**config.mk**
```make
export PLATFORM = sky130hd
export DESIGN_NAME = dual_slot_boot_controller_unit_flat
export DESIGN_NICKNAME = d
export VERILOG_FILES = /design/src/hw/rtl/dsbc_pkg.sv /design/src/hw/rtl/dsbc_ifs.sv /design/src/hw/rtl/dsbc_in_reg.sv /design/src/hw/rtl/dsbc_slot_ctrl.sv /design/src/hw/rtl/dsbc_out_reg.sv /design/src/hw/rtl/dual_slot_boot_controller_unit.sv /design/src/flat_wrapper.sv
export SDC_FILE = /design/constraint.sdc
export NUM_CORES = 1
export LEC_CHECK = 0
export BUFFER_PORTS_ARGS = -buffer_cell sky130_fd_sc_hd__buf_2
export CAP_MARGIN = 10
export CORE_MARGIN = 2
export CORE_UTILIZATION = 43
export CTS_CLUSTER_SIZE = 24
export DETAILED_ROUTE_END_ITERATION = 16
export GPL_TIMING_DRIVEN = 0
export HOLD_SLACK_MARGIN = 0.1
export SETUP_SLACK_MARGIN = 0.02
export SKIP_CTS_REPAIR_TIMING = 1
export SYNTH_ARGS = -nofsm -noshare
export SYNTH_HDL_FRONTEND = slang
export SYNTH_SLANG_ARGS = --single-unit
```
**constraint.sdc**
```tcl
create_clock -name clk -period 6.1 [get_ports clk]
set_input_delay 0 -clock clk [delete_from_list [all_inputs] [get_ports clk]]
set_output_delay 0 -clock clk [all_outputs]
set_load 0.05 [all_outputs]
```
**src/hw/rtl/dsbc_pkg.sv**
```systemverilog
// dsbc_pkg: shared types and codes for the dual slot boot controller
// no dependencies; used by every rtl file of the block except dsbc_ifs

package dsbc_pkg;

    // event codes on req_type
    localparam logic [2:0] REQ_INIT    = 3'd0;
    localparam logic [2:0] REQ_STAGE   = 3'd1;
    localparam logic [2:0] REQ_UPGRADE = 3'd2;
    localparam logic [2:0] REQ_REBOOT  = 3'd3;
    localparam logic [2:0] REQ_CONFIRM = 3'd4;

    // upgrade modes, also the pending kind
    localparam logic [1:0] MODE_NONE = 2'd0;
    localparam logic [1:0] MODE_TEST = 2'd1;
    localparam logic [1:0] MODE_PERM = 2'd2;

    // reboot outcome
    localparam logic [1:0] SWAP_NONE     = 2'd0;
    localparam logic [1:0] SWAP_ROLLBACK = 2'd1;
    localparam logic [1:0] SWAP_UPGRADE  = 2'd2;

    localparam int VersionWidth = 24;

    // one captured request item
    typedef struct packed {
        logic [2:0]  req_type;
        logic [7:0]  ver_major;
        logic [7:0]  ver_minor;
        logic [7:0]  ver_patch;
        logic [31:0] image_crc;
        logic [31:0] image_size;
        logic        image_valid;
        logic [1:0]  upgrade_mode;
    } item_t;

    // one result item
    typedef struct packed {
        logic        accepted;
        logic [1:0]  swap_kind;
        logic [7:0]  primary_major;
        logic [7:0]  primary_minor;
        logic [7:0]  primary_patch;
        logic [31:0] primary_crc;
        logic [31:0] primary_size;
        logic        primary_confirmed;
        logic        trial_active;
        logic        upgrade_pending;
    } result_t;

    // one firmware slot record
    typedef struct packed {
        logic [VersionWidth-1:0] version;
        logic [31:0]             crc;
        logic [31:0]             size;
        logic                    valid;
        logic                    confirmed;
    } slot_t;

endpackage

```
**src/hw/rtl/dsbc_ifs.sv**
```systemverilog
// dsbc_req_if, dsbc_rsp_if: valid/ready channels of the boot controller
// standalone; field widths follow dsbc_pkg item_t and result_t

interface dsbc_req_if;
    logic        valid;
    logic        ready;
    logic [2:0]  req_type;
    logic [7:0]  ver_major;
    logic [7:0]  ver_minor;
    logic [7:0]  ver_patch;
    logic [31:0] image_crc;
    logic [31:0] image_size;
    logic        image_valid;
    logic [1:0]  upgrade_mode;

    modport source (
        output valid, req_type, ver_major, ver_minor, ver_patch,
               image_crc, image_size, image_valid, upgrade_mode,
        input  ready
    );
    modport sink (
        input  valid, req_type, ver_major, ver_minor, ver_patch,
               image_crc, image_size, image_valid, upgrade_mode,
        output ready
    );
endinterface

interface dsbc_rsp_if;
    logic        valid;
    logic        ready;
    logic        accepted;
    logic [1:0]  swap_kind;
    logic [7:0]  primary_major;
    logic [7:0]  primary_minor;
    logic [7:0]  primary_patch;
    logic [31:0] primary_crc;
    logic [31:0] primary_size;
    logic        primary_confirmed;
    logic        trial_active;
    logic        upgrade_pending;

    modport source (
        output valid, accepted, swap_kind, primary_major, primary_minor,
               primary_patch, primary_crc, primary_size, primary_confirmed,
               trial_active, upgrade_pending,
        input  ready
    );
    modport sink (
        input  valid, accepted, swap_kind, primary_major, primary_minor,
               primary_patch, primary_crc, primary_size, primary_confirmed,
               trial_active, upgrade_pending,
        output ready
    );
endinterface

```
**src/hw/rtl/dsbc_in_reg.sv**
```systemverilog
// dsbc_in_reg: input register stage of the boot controller
// depends on dsbc_pkg and dsbc_req_if

module dsbc_in_reg (
    input  logic              clk,
    input  logic              rst_n,
    dsbc_req_if.sink          req,
    input  logic              adv,
    output logic              vld,
    output dsbc_pkg::item_t   item
);
    import dsbc_pkg::*;

    logic  vld_reg;
    logic  vld_next;
    item_t item_reg;
    logic  take;

    // stage is free when empty or when its item moves on this cycle
    assign req.ready = !vld_reg || adv;
    assign take      = req.valid && req.ready;

    // occupancy
    always_comb
    begin
        if (take)
            vld_next = 1'b1;
        else if (adv)
            vld_next = 1'b0;
        else
            vld_next = vld_reg;
    end

    always_ff @(posedge clk or negedge rst_n)
    begin
        if (!rst_n)
            vld_reg <= 1'b0;
        else
            vld_reg <= vld_next;
    end

    // payload capture
    always_ff @(posedge clk)
    begin
        if (take)
        begin
            item_reg.req_type     <= req.req_type;
            item_reg.ver_major    <= req.ver_major;
            item_reg.ver_minor    <= req.ver_minor;
            item_reg.ver_patch    <= req.ver_patch;
            item_reg.image_crc    <= req.image_crc;
            item_reg.image_size   <= req.image_size;
            item_reg.image_valid  <= req.image_valid;
            item_reg.upgrade_mode <= req.upgrade_mode;
        end
    end

    assign vld  = vld_reg;
    assign item = item_reg;
endmodule

```
**src/hw/rtl/dsbc_slot_ctrl.sv**
```systemverilog
// dsbc_slot_ctrl: slot records, upgrade flags and the per-event update
// depends on dsbc_pkg

module dsbc_slot_ctrl (
    input  logic              clk,
    input  logic              rst_n,
    input  logic              fire,
    input  dsbc_pkg::item_t   item,
    output dsbc_pkg::result_t res
);
    import dsbc_pkg::*;

    slot_t      prim_reg, prim_next;
    slot_t      sec_reg, sec_next;
    logic       pending_reg, pending_next;
    logic [1:0] kind_reg, kind_next;
    logic       trial_reg, trial_next;
    logic       accepted;
    logic [1:0] swap_kind;
    logic [VersionWidth-1:0] cand_ver;
    logic       mode_ok;

    assign cand_ver = {item.ver_major, item.ver_minor, item.ver_patch};
    assign mode_ok  = (item.upgrade_mode == MODE_TEST) || (item.upgrade_mode == MODE_PERM);

    // next state for the event in the input register
    always_comb
    begin
        prim_next    = prim_reg;
        sec_next     = sec_reg;
        pending_next = pending_reg;
        kind_next    = kind_reg;
        trial_next   = trial_reg;
        accepted     = 1'b1;
        swap_kind    = SWAP_NONE;
        case (item.req_type)
            REQ_INIT:
            begin
                prim_next.version   = cand_ver;
                prim_next.crc       = item.image_crc;
                prim_next.size      = item.image_size;
                prim_next.valid     = 1'b1;
                prim_next.confirmed = 1'b1;
                sec_next.valid      = 1'b0;
                sec_next.confirmed  = 1'b0;
                pending_next        = 1'b0;
                kind_next           = MODE_NONE;
                trial_next          = 1'b0;
            end
            REQ_STAGE:
            begin
                if (!item.image_valid)
                    accepted = 1'b0;
                else
                begin
                    sec_next.version   = cand_ver;
                    sec_next.crc       = item.image_crc;
                    sec_next.size      = item.image_size;
                    sec_next.valid     = 1'b1;
                    sec_next.confirmed = 1'b0;
                    pending_next       = 1'b0;
                    kind_next          = MODE_NONE;
                end
            end
            REQ_UPGRADE:
            begin
                if (!sec_reg.valid || !mode_ok || (sec_reg.version <= prim_reg.version))
                    accepted = 1'b0;
                else
                begin
                    pending_next = 1'b1;
                    kind_next    = item.upgrade_mode;
                end
            end
            REQ_REBOOT:
            begin
                // rollback of an unconfirmed trial boot wins over a pending swap
                if (trial_reg && !prim_reg.confirmed && sec_reg.valid)
                begin
                    prim_next           = sec_reg;
                    sec_next            = prim_reg;
                    prim_next.confirmed = 1'b1;
                    trial_next          = 1'b0;
                    pending_next        = 1'b0;
                    kind_next           = MODE_NONE;
                    swap_kind           = SWAP_ROLLBACK;
                end
                else if (pending_reg && sec_reg.valid)
                begin
                    prim_next           = sec_reg;
                    sec_next            = prim_reg;
                    prim_next.confirmed = (kind_reg == MODE_PERM);
                    trial_next          = (kind_reg == MODE_TEST);
                    pending_next        = 1'b0;
                    kind_next           = MODE_NONE;
                    swap_kind           = SWAP_UPGRADE;
                end
            end
            REQ_CONFIRM:
            begin
                prim_next.confirmed = 1'b1;
                trial_next          = 1'b0;
            end
            default:
            begin
                accepted = 1'b0;
            end
        endcase
    end

    // state registers update only when the event moves to the result stage
    always_ff @(posedge clk or negedge rst_n)
    begin
        if (!rst_n)
        begin
            prim_reg    <= '0;
            sec_reg     <= '0;
            pending_reg <= 1'b0;
            kind_reg    <= MODE_NONE;
            trial_reg   <= 1'b0;
        end
        else if (fire)
        begin
            prim_reg    <= prim_next;
            sec_reg     <= sec_next;
            pending_reg <= pending_next;
            kind_reg    <= kind_next;
            trial_reg   <= trial_next;
        end
    end

    // result reports the primary slot after the event
    always_comb
    begin
        res.accepted          = accepted;
        res.swap_kind         = swap_kind;
        res.primary_major     = prim_next.version[23:16];
        res.primary_minor     = prim_next.version[15:8];
        res.primary_patch     = prim_next.version[7:0];
        res.primary_crc       = prim_next.crc;
        res.primary_size      = prim_next.size;
        res.primary_confirmed = prim_next.confirmed;
        res.trial_active      = trial_next;
        res.upgrade_pending   = pending_next;
    end
endmodule

```
**src/hw/rtl/dsbc_out_reg.sv**
```systemverilog
// dsbc_out_reg: result register stage of the boot controller
// depends on dsbc_pkg and dsbc_rsp_if

module dsbc_out_reg (
    input  logic              clk,
    input  logic              rst_n,
    dsbc_rsp_if.source        rsp,
    input  logic              load,
    input  dsbc_pkg::result_t res,
    output logic              adv
);
    import dsbc_pkg::*;

    logic    vld_reg;
    logic    vld_next;
    result_t res_reg;

    // free when empty or when the held item is taken
    assign adv = !vld_reg || rsp.ready;

    always_comb
    begin
        if (load)
            vld_next = 1'b1;
        else if (rsp.ready)
            vld_next = 1'b0;
        else
            vld_next = vld_reg;
    end

    always_ff @(posedge clk or negedge rst_n)
    begin
        if (!rst_n)
            vld_reg <= 1'b0;
        else
            vld_reg <= vld_next;
    end

    always_ff @(posedge clk)
    begin
        if (load)
            res_reg <= res;
    end

    // drive the channel
    assign rsp.valid             = vld_reg;
    assign rsp.accepted          = res_reg.accepted;
    assign rsp.swap_kind         = res_reg.swap_kind;
    assign rsp.primary_major     = res_reg.primary_major;
    assign rsp.primary_minor     = res_reg.primary_minor;
    assign rsp.primary_patch     = res_reg.primary_patch;
    assign rsp.primary_crc       = res_reg.primary_crc;
    assign rsp.primary_size      = res_reg.primary_size;
    assign rsp.primary_confirmed = res_reg.primary_confirmed;
    assign rsp.trial_active      = res_reg.trial_active;
    assign rsp.upgrade_pending   = res_reg.upgrade_pending;
endmodule

```
**src/hw/rtl/dual_slot_boot_controller_unit.sv**
```systemverilog
// dual_slot_boot_controller_unit: top level of the a/b slot boot controller
// depends on dsbc_pkg, dsbc_ifs, dsbc_in_reg, dsbc_slot_ctrl, dsbc_out_reg
//
// channel  dir  handshake      payload
// req      in   valid/ready    req_type, version, image_crc/size/valid, upgrade_mode
// rsp      out  valid/ready    accepted, swap_kind, primary slot, trial/pending flags
//
// one item per cycle sustained while rsp.ready stays high; an accepted item sits
// in the input register and is updated against the slot registers on its way
// into the result register, which then drives rsp.valid and the result; the
// item moves on only when the result register is free.
// reset clears both slot records and all flags.
// a stalled result holds the pipeline; an empty input register still takes an item.

module dual_slot_boot_controller_unit (
    input  logic       clk,
    input  logic       rst_n,
    dsbc_req_if.sink   req,
    dsbc_rsp_if.source rsp
);
    import dsbc_pkg::*;

    logic    in_vld;
    item_t   item;
    logic    adv;
    logic    fire;
    result_t res;

    // an event moves on when it is present and the result stage is free
    assign fire = in_vld && adv;

    dsbc_in_reg u_in_reg (
        .clk   (clk),
        .rst_n (rst_n),
        .req   (req),
        .adv   (adv),
        .vld   (in_vld),
        .item  (item)
    );

    dsbc_slot_ctrl u_slot_ctrl (
        .clk   (clk),
        .rst_n (rst_n),
        .fire  (fire),
        .item  (item),
        .res   (res)
    );

    dsbc_out_reg u_out_reg (
        .clk   (clk),
        .rst_n (rst_n),
        .rsp   (rsp),
        .load  (fire),
        .res   (res),
        .adv   (adv)
    );
endmodule
```
**src/flat_wrapper.sv**
```systemverilog
// flat-port wrapper written by rule: the top's interface ports become plain ports
module dual_slot_boot_controller_unit_flat import dsbc_pkg::*;
  (clk, rst_n, req_valid, req_req_type, req_ver_major, req_ver_minor, req_ver_patch, req_image_crc, req_image_size, req_image_valid, req_upgrade_mode, req_ready, rsp_valid, rsp_accepted, rsp_swap_kind, rsp_primary_major, rsp_primary_minor, rsp_primary_patch, rsp_primary_crc, rsp_primary_size, rsp_primary_confirmed, rsp_trial_active, rsp_upgrade_pending, rsp_ready);
  dsbc_req_if req_i ();
  dsbc_rsp_if rsp_i ();
  input  logic clk;
  input  logic rst_n;
  input wire logic [$bits(req_i.valid)-1:0] req_valid;
  input wire logic [$bits(req_i.req_type)-1:0] req_req_type;
  input wire logic [$bits(req_i.ver_major)-1:0] req_ver_major;
  input wire logic [$bits(req_i.ver_minor)-1:0] req_ver_minor;
  input wire logic [$bits(req_i.ver_patch)-1:0] req_ver_patch;
  input wire logic [$bits(req_i.image_crc)-1:0] req_image_crc;
  input wire logic [$bits(req_i.image_size)-1:0] req_image_size;
  input wire logic [$bits(req_i.image_valid)-1:0] req_image_valid;
  input wire logic [$bits(req_i.upgrade_mode)-1:0] req_upgrade_mode;
  output wire logic [$bits(req_i.ready)-1:0] req_ready;
  output wire logic [$bits(rsp_i.valid)-1:0] rsp_valid;
  output wire logic [$bits(rsp_i.accepted)-1:0] rsp_accepted;
  output wire logic [$bits(rsp_i.swap_kind)-1:0] rsp_swap_kind;
  output wire logic [$bits(rsp_i.primary_major)-1:0] rsp_primary_major;
  output wire logic [$bits(rsp_i.primary_minor)-1:0] rsp_primary_minor;
  output wire logic [$bits(rsp_i.primary_patch)-1:0] rsp_primary_patch;
  output wire logic [$bits(rsp_i.primary_crc)-1:0] rsp_primary_crc;
  output wire logic [$bits(rsp_i.primary_size)-1:0] rsp_primary_size;
  output wire logic [$bits(rsp_i.primary_confirmed)-1:0] rsp_primary_confirmed;
  output wire logic [$bits(rsp_i.trial_active)-1:0] rsp_trial_active;
  output wire logic [$bits(rsp_i.upgrade_pending)-1:0] rsp_upgrade_pending;
  input wire logic [$bits(rsp_i.ready)-1:0] rsp_ready;
  assign req_i.valid = req_valid;
  assign req_i.req_type = req_req_type;
  assign req_i.ver_major = req_ver_major;
  assign req_i.ver_minor = req_ver_minor;
  assign req_i.ver_patch = req_ver_patch;
  assign req_i.image_crc = req_image_crc;
  assign req_i.image_size = req_image_size;
  assign req_i.image_valid = req_image_valid;
  assign req_i.upgrade_mode = req_upgrade_mode;
  assign req_ready = req_i.ready;
  assign rsp_valid = rsp_i.valid;
  assign rsp_accepted = rsp_i.accepted;
  assign rsp_swap_kind = rsp_i.swap_kind;
  assign rsp_primary_major = rsp_i.primary_major;
  assign rsp_primary_minor = rsp_i.primary_minor;
  assign rsp_primary_patch = rsp_i.primary_patch;
  assign rsp_primary_crc = rsp_i.primary_crc;
  assign rsp_primary_size = rsp_i.primary_size;
  assign rsp_primary_confirmed = rsp_i.primary_confirmed;
  assign rsp_trial_active = rsp_i.trial_active;
  assign rsp_upgrade_pending = rsp_i.upgrade_pending;
  assign rsp_i.ready = rsp_ready;
  dual_slot_boot_controller_unit u_core (.clk(clk), .rst_n(rst_n), .req(req_i), .rsp(rsp_i));
endmodule
```
==> impl_metrics.env <==
export IMPL_worst_pin_slew_ns=0.989
export IMPL_die_area_sq_um=37300
export IMPL_pwr_share_comb_pct=21.3
export IMPL_fin_worst_skew_ns=0.0314
export IMPL_hpwl_um=25900
export IMPL_arrival_ns=3.34
export IMPL_clk_latency_ns=0.55
export IMPL_vdd_drop_max_mv=0.341
export IMPL_ys_flop_type="edfxtp_1"
export IMPL_setup_tns_ns=0
export IMPL_period_share_pct=51.6
export IMPL_die_x_um=193
export IMPL_io_pins=194
export IMPL_yosys_top_cells_area="edfxtp_1 37%, dfrtp_1 30%, nand2_1 8.9%"
export IMPL_synth_edf_count=188
export IMPL_antenna_left=0
export IMPL_async_reset_ff_share_pct=49.6
export IMPL_critical_path_required_ns=6.29
export IMPL_status="complete, no violations"
export IMPL_worst_setup_path_start_kind="register"
export IMPL_synth_most_common_cell="nand2_1"
export IMPL_max_freq_mhz=318
export IMPL_vias_per_cell=5.38
export IMPL_numCtsBuffers=41
export IMPL_grt_max_degree=108
export IMPL_syn_avg_cell_area_sq_um=11.0
export IMPL_yosysSeqAreaShare_pct=66.8
export IMPL_avgRoutedWirePerCell_um=18.4
export IMPL_pwr_share_seq_pct=45.7
export IMPL_rsz0062_at_grt="false"
export IMPL_ys_warn_count=0
export IMPL_first_global_vias=11300
export IMPL_drt_wl_total_um=40900
export IMPL_max_cap_viol_count=0
export IMPL_largest_reg_flops=94
export IMPL_crit_path_end_kind="register"
export IMPL_synth_top_area_share_pct=36.7
export IMPL_switching_share_pct=31.3
export IMPL_ys_types=38
export IMPL_grt_pass1_wl_um=63000
export IMPL_synth_cell_area_sq_um=15400
export IMPL_period_minus_slack_ns=3.15
export IMPL_switchingPower_mw=2.46
export IMPL_grt_remaining_overflow=0
export IMPL_drt_pass1_iter_count=5
export IMPL_hold_path_class="in -> reg"
export IMPL_cts_root_buffer="clkbuf_16"
export IMPL_antenna_found_initial=1
export IMPL_p_leak_nw=8.16
export IMPL_p_clk_share_pct=33.0
export IMPL_area_delta_synth_final_pct=26.4
export IMPL_routabilityCongestion=0.829
export IMPL_cts_clk_slew_worst_paths_ns=0.06
export IMPL_syn_inst=1395
export IMPL_synth_largest_area_cell="edfxtp_1"
export IMPL_rows=69
export IMPL_cts_sinks=373
export IMPL_start_util_pct=43.4
export IMPL_dr_first_iter_drc_count=925
export IMPL_syn_num_nets=1517
export IMPL_slew_headroom_pct=33.8
export IMPL_synth_seq_cells=373
export IMPL_p_int_mw=5.39
export IMPL_cts_tree="built"
export IMPL_crit_fanout=54
export IMPL_vias=12000
export IMPL_port_buffers=193
export IMPL_worstSetupPathType="reg -> reg"
export IMPL_drc=0
export IMPL_dieHeight_um=193
export IMPL_netlist_top_cells_count="366 x nand2_1, 188 x edfxtp_1, 185 x dfrtp_1"
export IMPL_hold_viol_final=0
export IMPL_track_usage_pct=21.9
export IMPL_core_sq_um=35400
export IMPL_holdWs_ns=0.158
export IMPL_nNetsFinal=1856
export IMPL_h_tree_depth=2
export IMPL_drv_slew=0
export IMPL_setup_viol=0
export IMPL_powerDensity_nw_per_um2=404
export IMPL_drive_gt1_share_pct=17.2
export IMPL_cts_path_max_buffers=3
[through the flow]
step / setup slack [ns] / cells / total power, mW / util (%) / cell area [sq um]
CTS: 2.90 / 2127 / 7.87 / 52.1 / 18400
global placement: -0.523 / 2049 / 5.20 / 47.8 / 16900
floorplan: 1.57 / 1395 / 4.76 / - / 15400
finish: 2.95 / 2228 / 7.85 / 54.9 / 19400
global route: 2.73 / 2228 / 8.29 / 54.9 / 19400
detailed placement: 2.93 / 2052 / 5.25 / 48.1 / 17000
[cell families after synthesis]
family / share of synthesized area, %
mux: 0.220
simple gates: 14.7
fa+ha+maj: 1.95
compound gates: 13.0
buf+inv: 3.37
flops: 66.8
[critical path: stages, from the launching register on]
cell,delay [ns]
dfrtp_1,0.39
nand2b_1,0.10
nand2_1,0.18
inv_2,0.26
clkbuf_1,0.67
clkbuf_4,0.82
buf_16,0.35
[worst paths after layout]
path                                                start                              end  slack [ns]  cells past startpoint
max in group asynchronous                           rst_n  u_core.u_slot_ctrl.prim_reg[72]        4.54                      4
min                                    req_image_size[28]         u_core.u_in_reg.item[31]        0.16                      2
min in group asynchronous                           rst_n  u_core.u_slot_ctrl.prim_reg[71]        0.58                      3
min reg2reg                u_core.u_slot_ctrl.prim_reg[1]   u_core.u_slot_ctrl.prim_reg[1]        0.49                      1
max                            u_core.u_out_reg.rsp.valid    u_core.u_out_reg.rsp.accepted        2.95                      6
max reg2reg                    u_core.u_out_reg.rsp.valid    u_core.u_out_reg.rsp.accepted        2.95                      6
[power groups by stage]
| stage | Sequential [mW] | Combinational [mW] | Clock, mW |
|---|---|---|---|
| detailed placement | 3.62 | 1.63 | 0 |
| global route | 3.66 | 1.88 | 2.75 |
| floorplan | 3.91 | 0.846 | 0 |
| finish | 3.59 | 1.67 | 2.59 |
| CTS | 3.59 | 1.64 | 2.65 |
| global placement | 3.63 | 1.58 | 0 |
[cells in the final DEF (no fill, tap or decap), types with 3 or more instances in the layout]
| cell type | Yosys | routed |
|---|---|---|
| buf_2 | 21 | 213 |
| o211ai_1 | 3 | 3 |
| nand2_1 | 366 | 366 |
| nor2_1 | 180 | 180 |
| nand3_1 | 5 | 5 |
| a31oi_1 | 177 | 177 |
| clkinv_1 | 0 | 4 |
| a21oi_1 | 16 | 16 |
| clkinv_2 | 0 | 8 |
| edfxtp_1 | 188 | 188 |
| clkbuf_8 | 0 | 5 |
| dfrtp_1 | 185 | 185 |
| clkbuf_16 | 0 | 42 |
| inv_1 | 27 | 27 |
| buf_6 | 7 | 7 |
| a22oi_1 | 88 | 88 |
| clkbuf_1 | 57 | 60 |
| dlygate4sd3_1 | 0 | 100 |
| bufinv_16 | 0 | 6 |
| a32o_1 | 3 | 3 |
| nand2b_1 | 5 | 5 |
| mux2_2 | 3 | 3 |
| nor2b_1 | 4 | 4 |
| ha_1 | 24 | 24 |
| nand4_1 | 6 | 6 |
| o21ai_0 | 5 | 5 |
[per-layer routing]
| layer | vias to the layer above | GRT usage [%] | share of wire [%] |
|---|---|---|---|
| met4 | 0 | 6.79 | 2.5 |
| met1 | 5878 | 30.5 | 44 |
| met3 | 65 | 4.05 | 6.1 |
| met5 | - | 0 | 0 |
| met2 | 407 | 35.0 | 48 |
| li1 | 5646 | - | - |
[final cells by class]
class                      instances  area [sq um]
timing repair buffer             296          2050
clock inverter                    24           293
multi-input combinational        907          4590
buffer                            87           417
tap                              461           577
antenna                            1          2.50
fill                            3063         16000
sequential                       373         10300
clock buffer                      51          1130
inverter                          28           105
No activity file was read; power rests on OpenSTA's default activity.
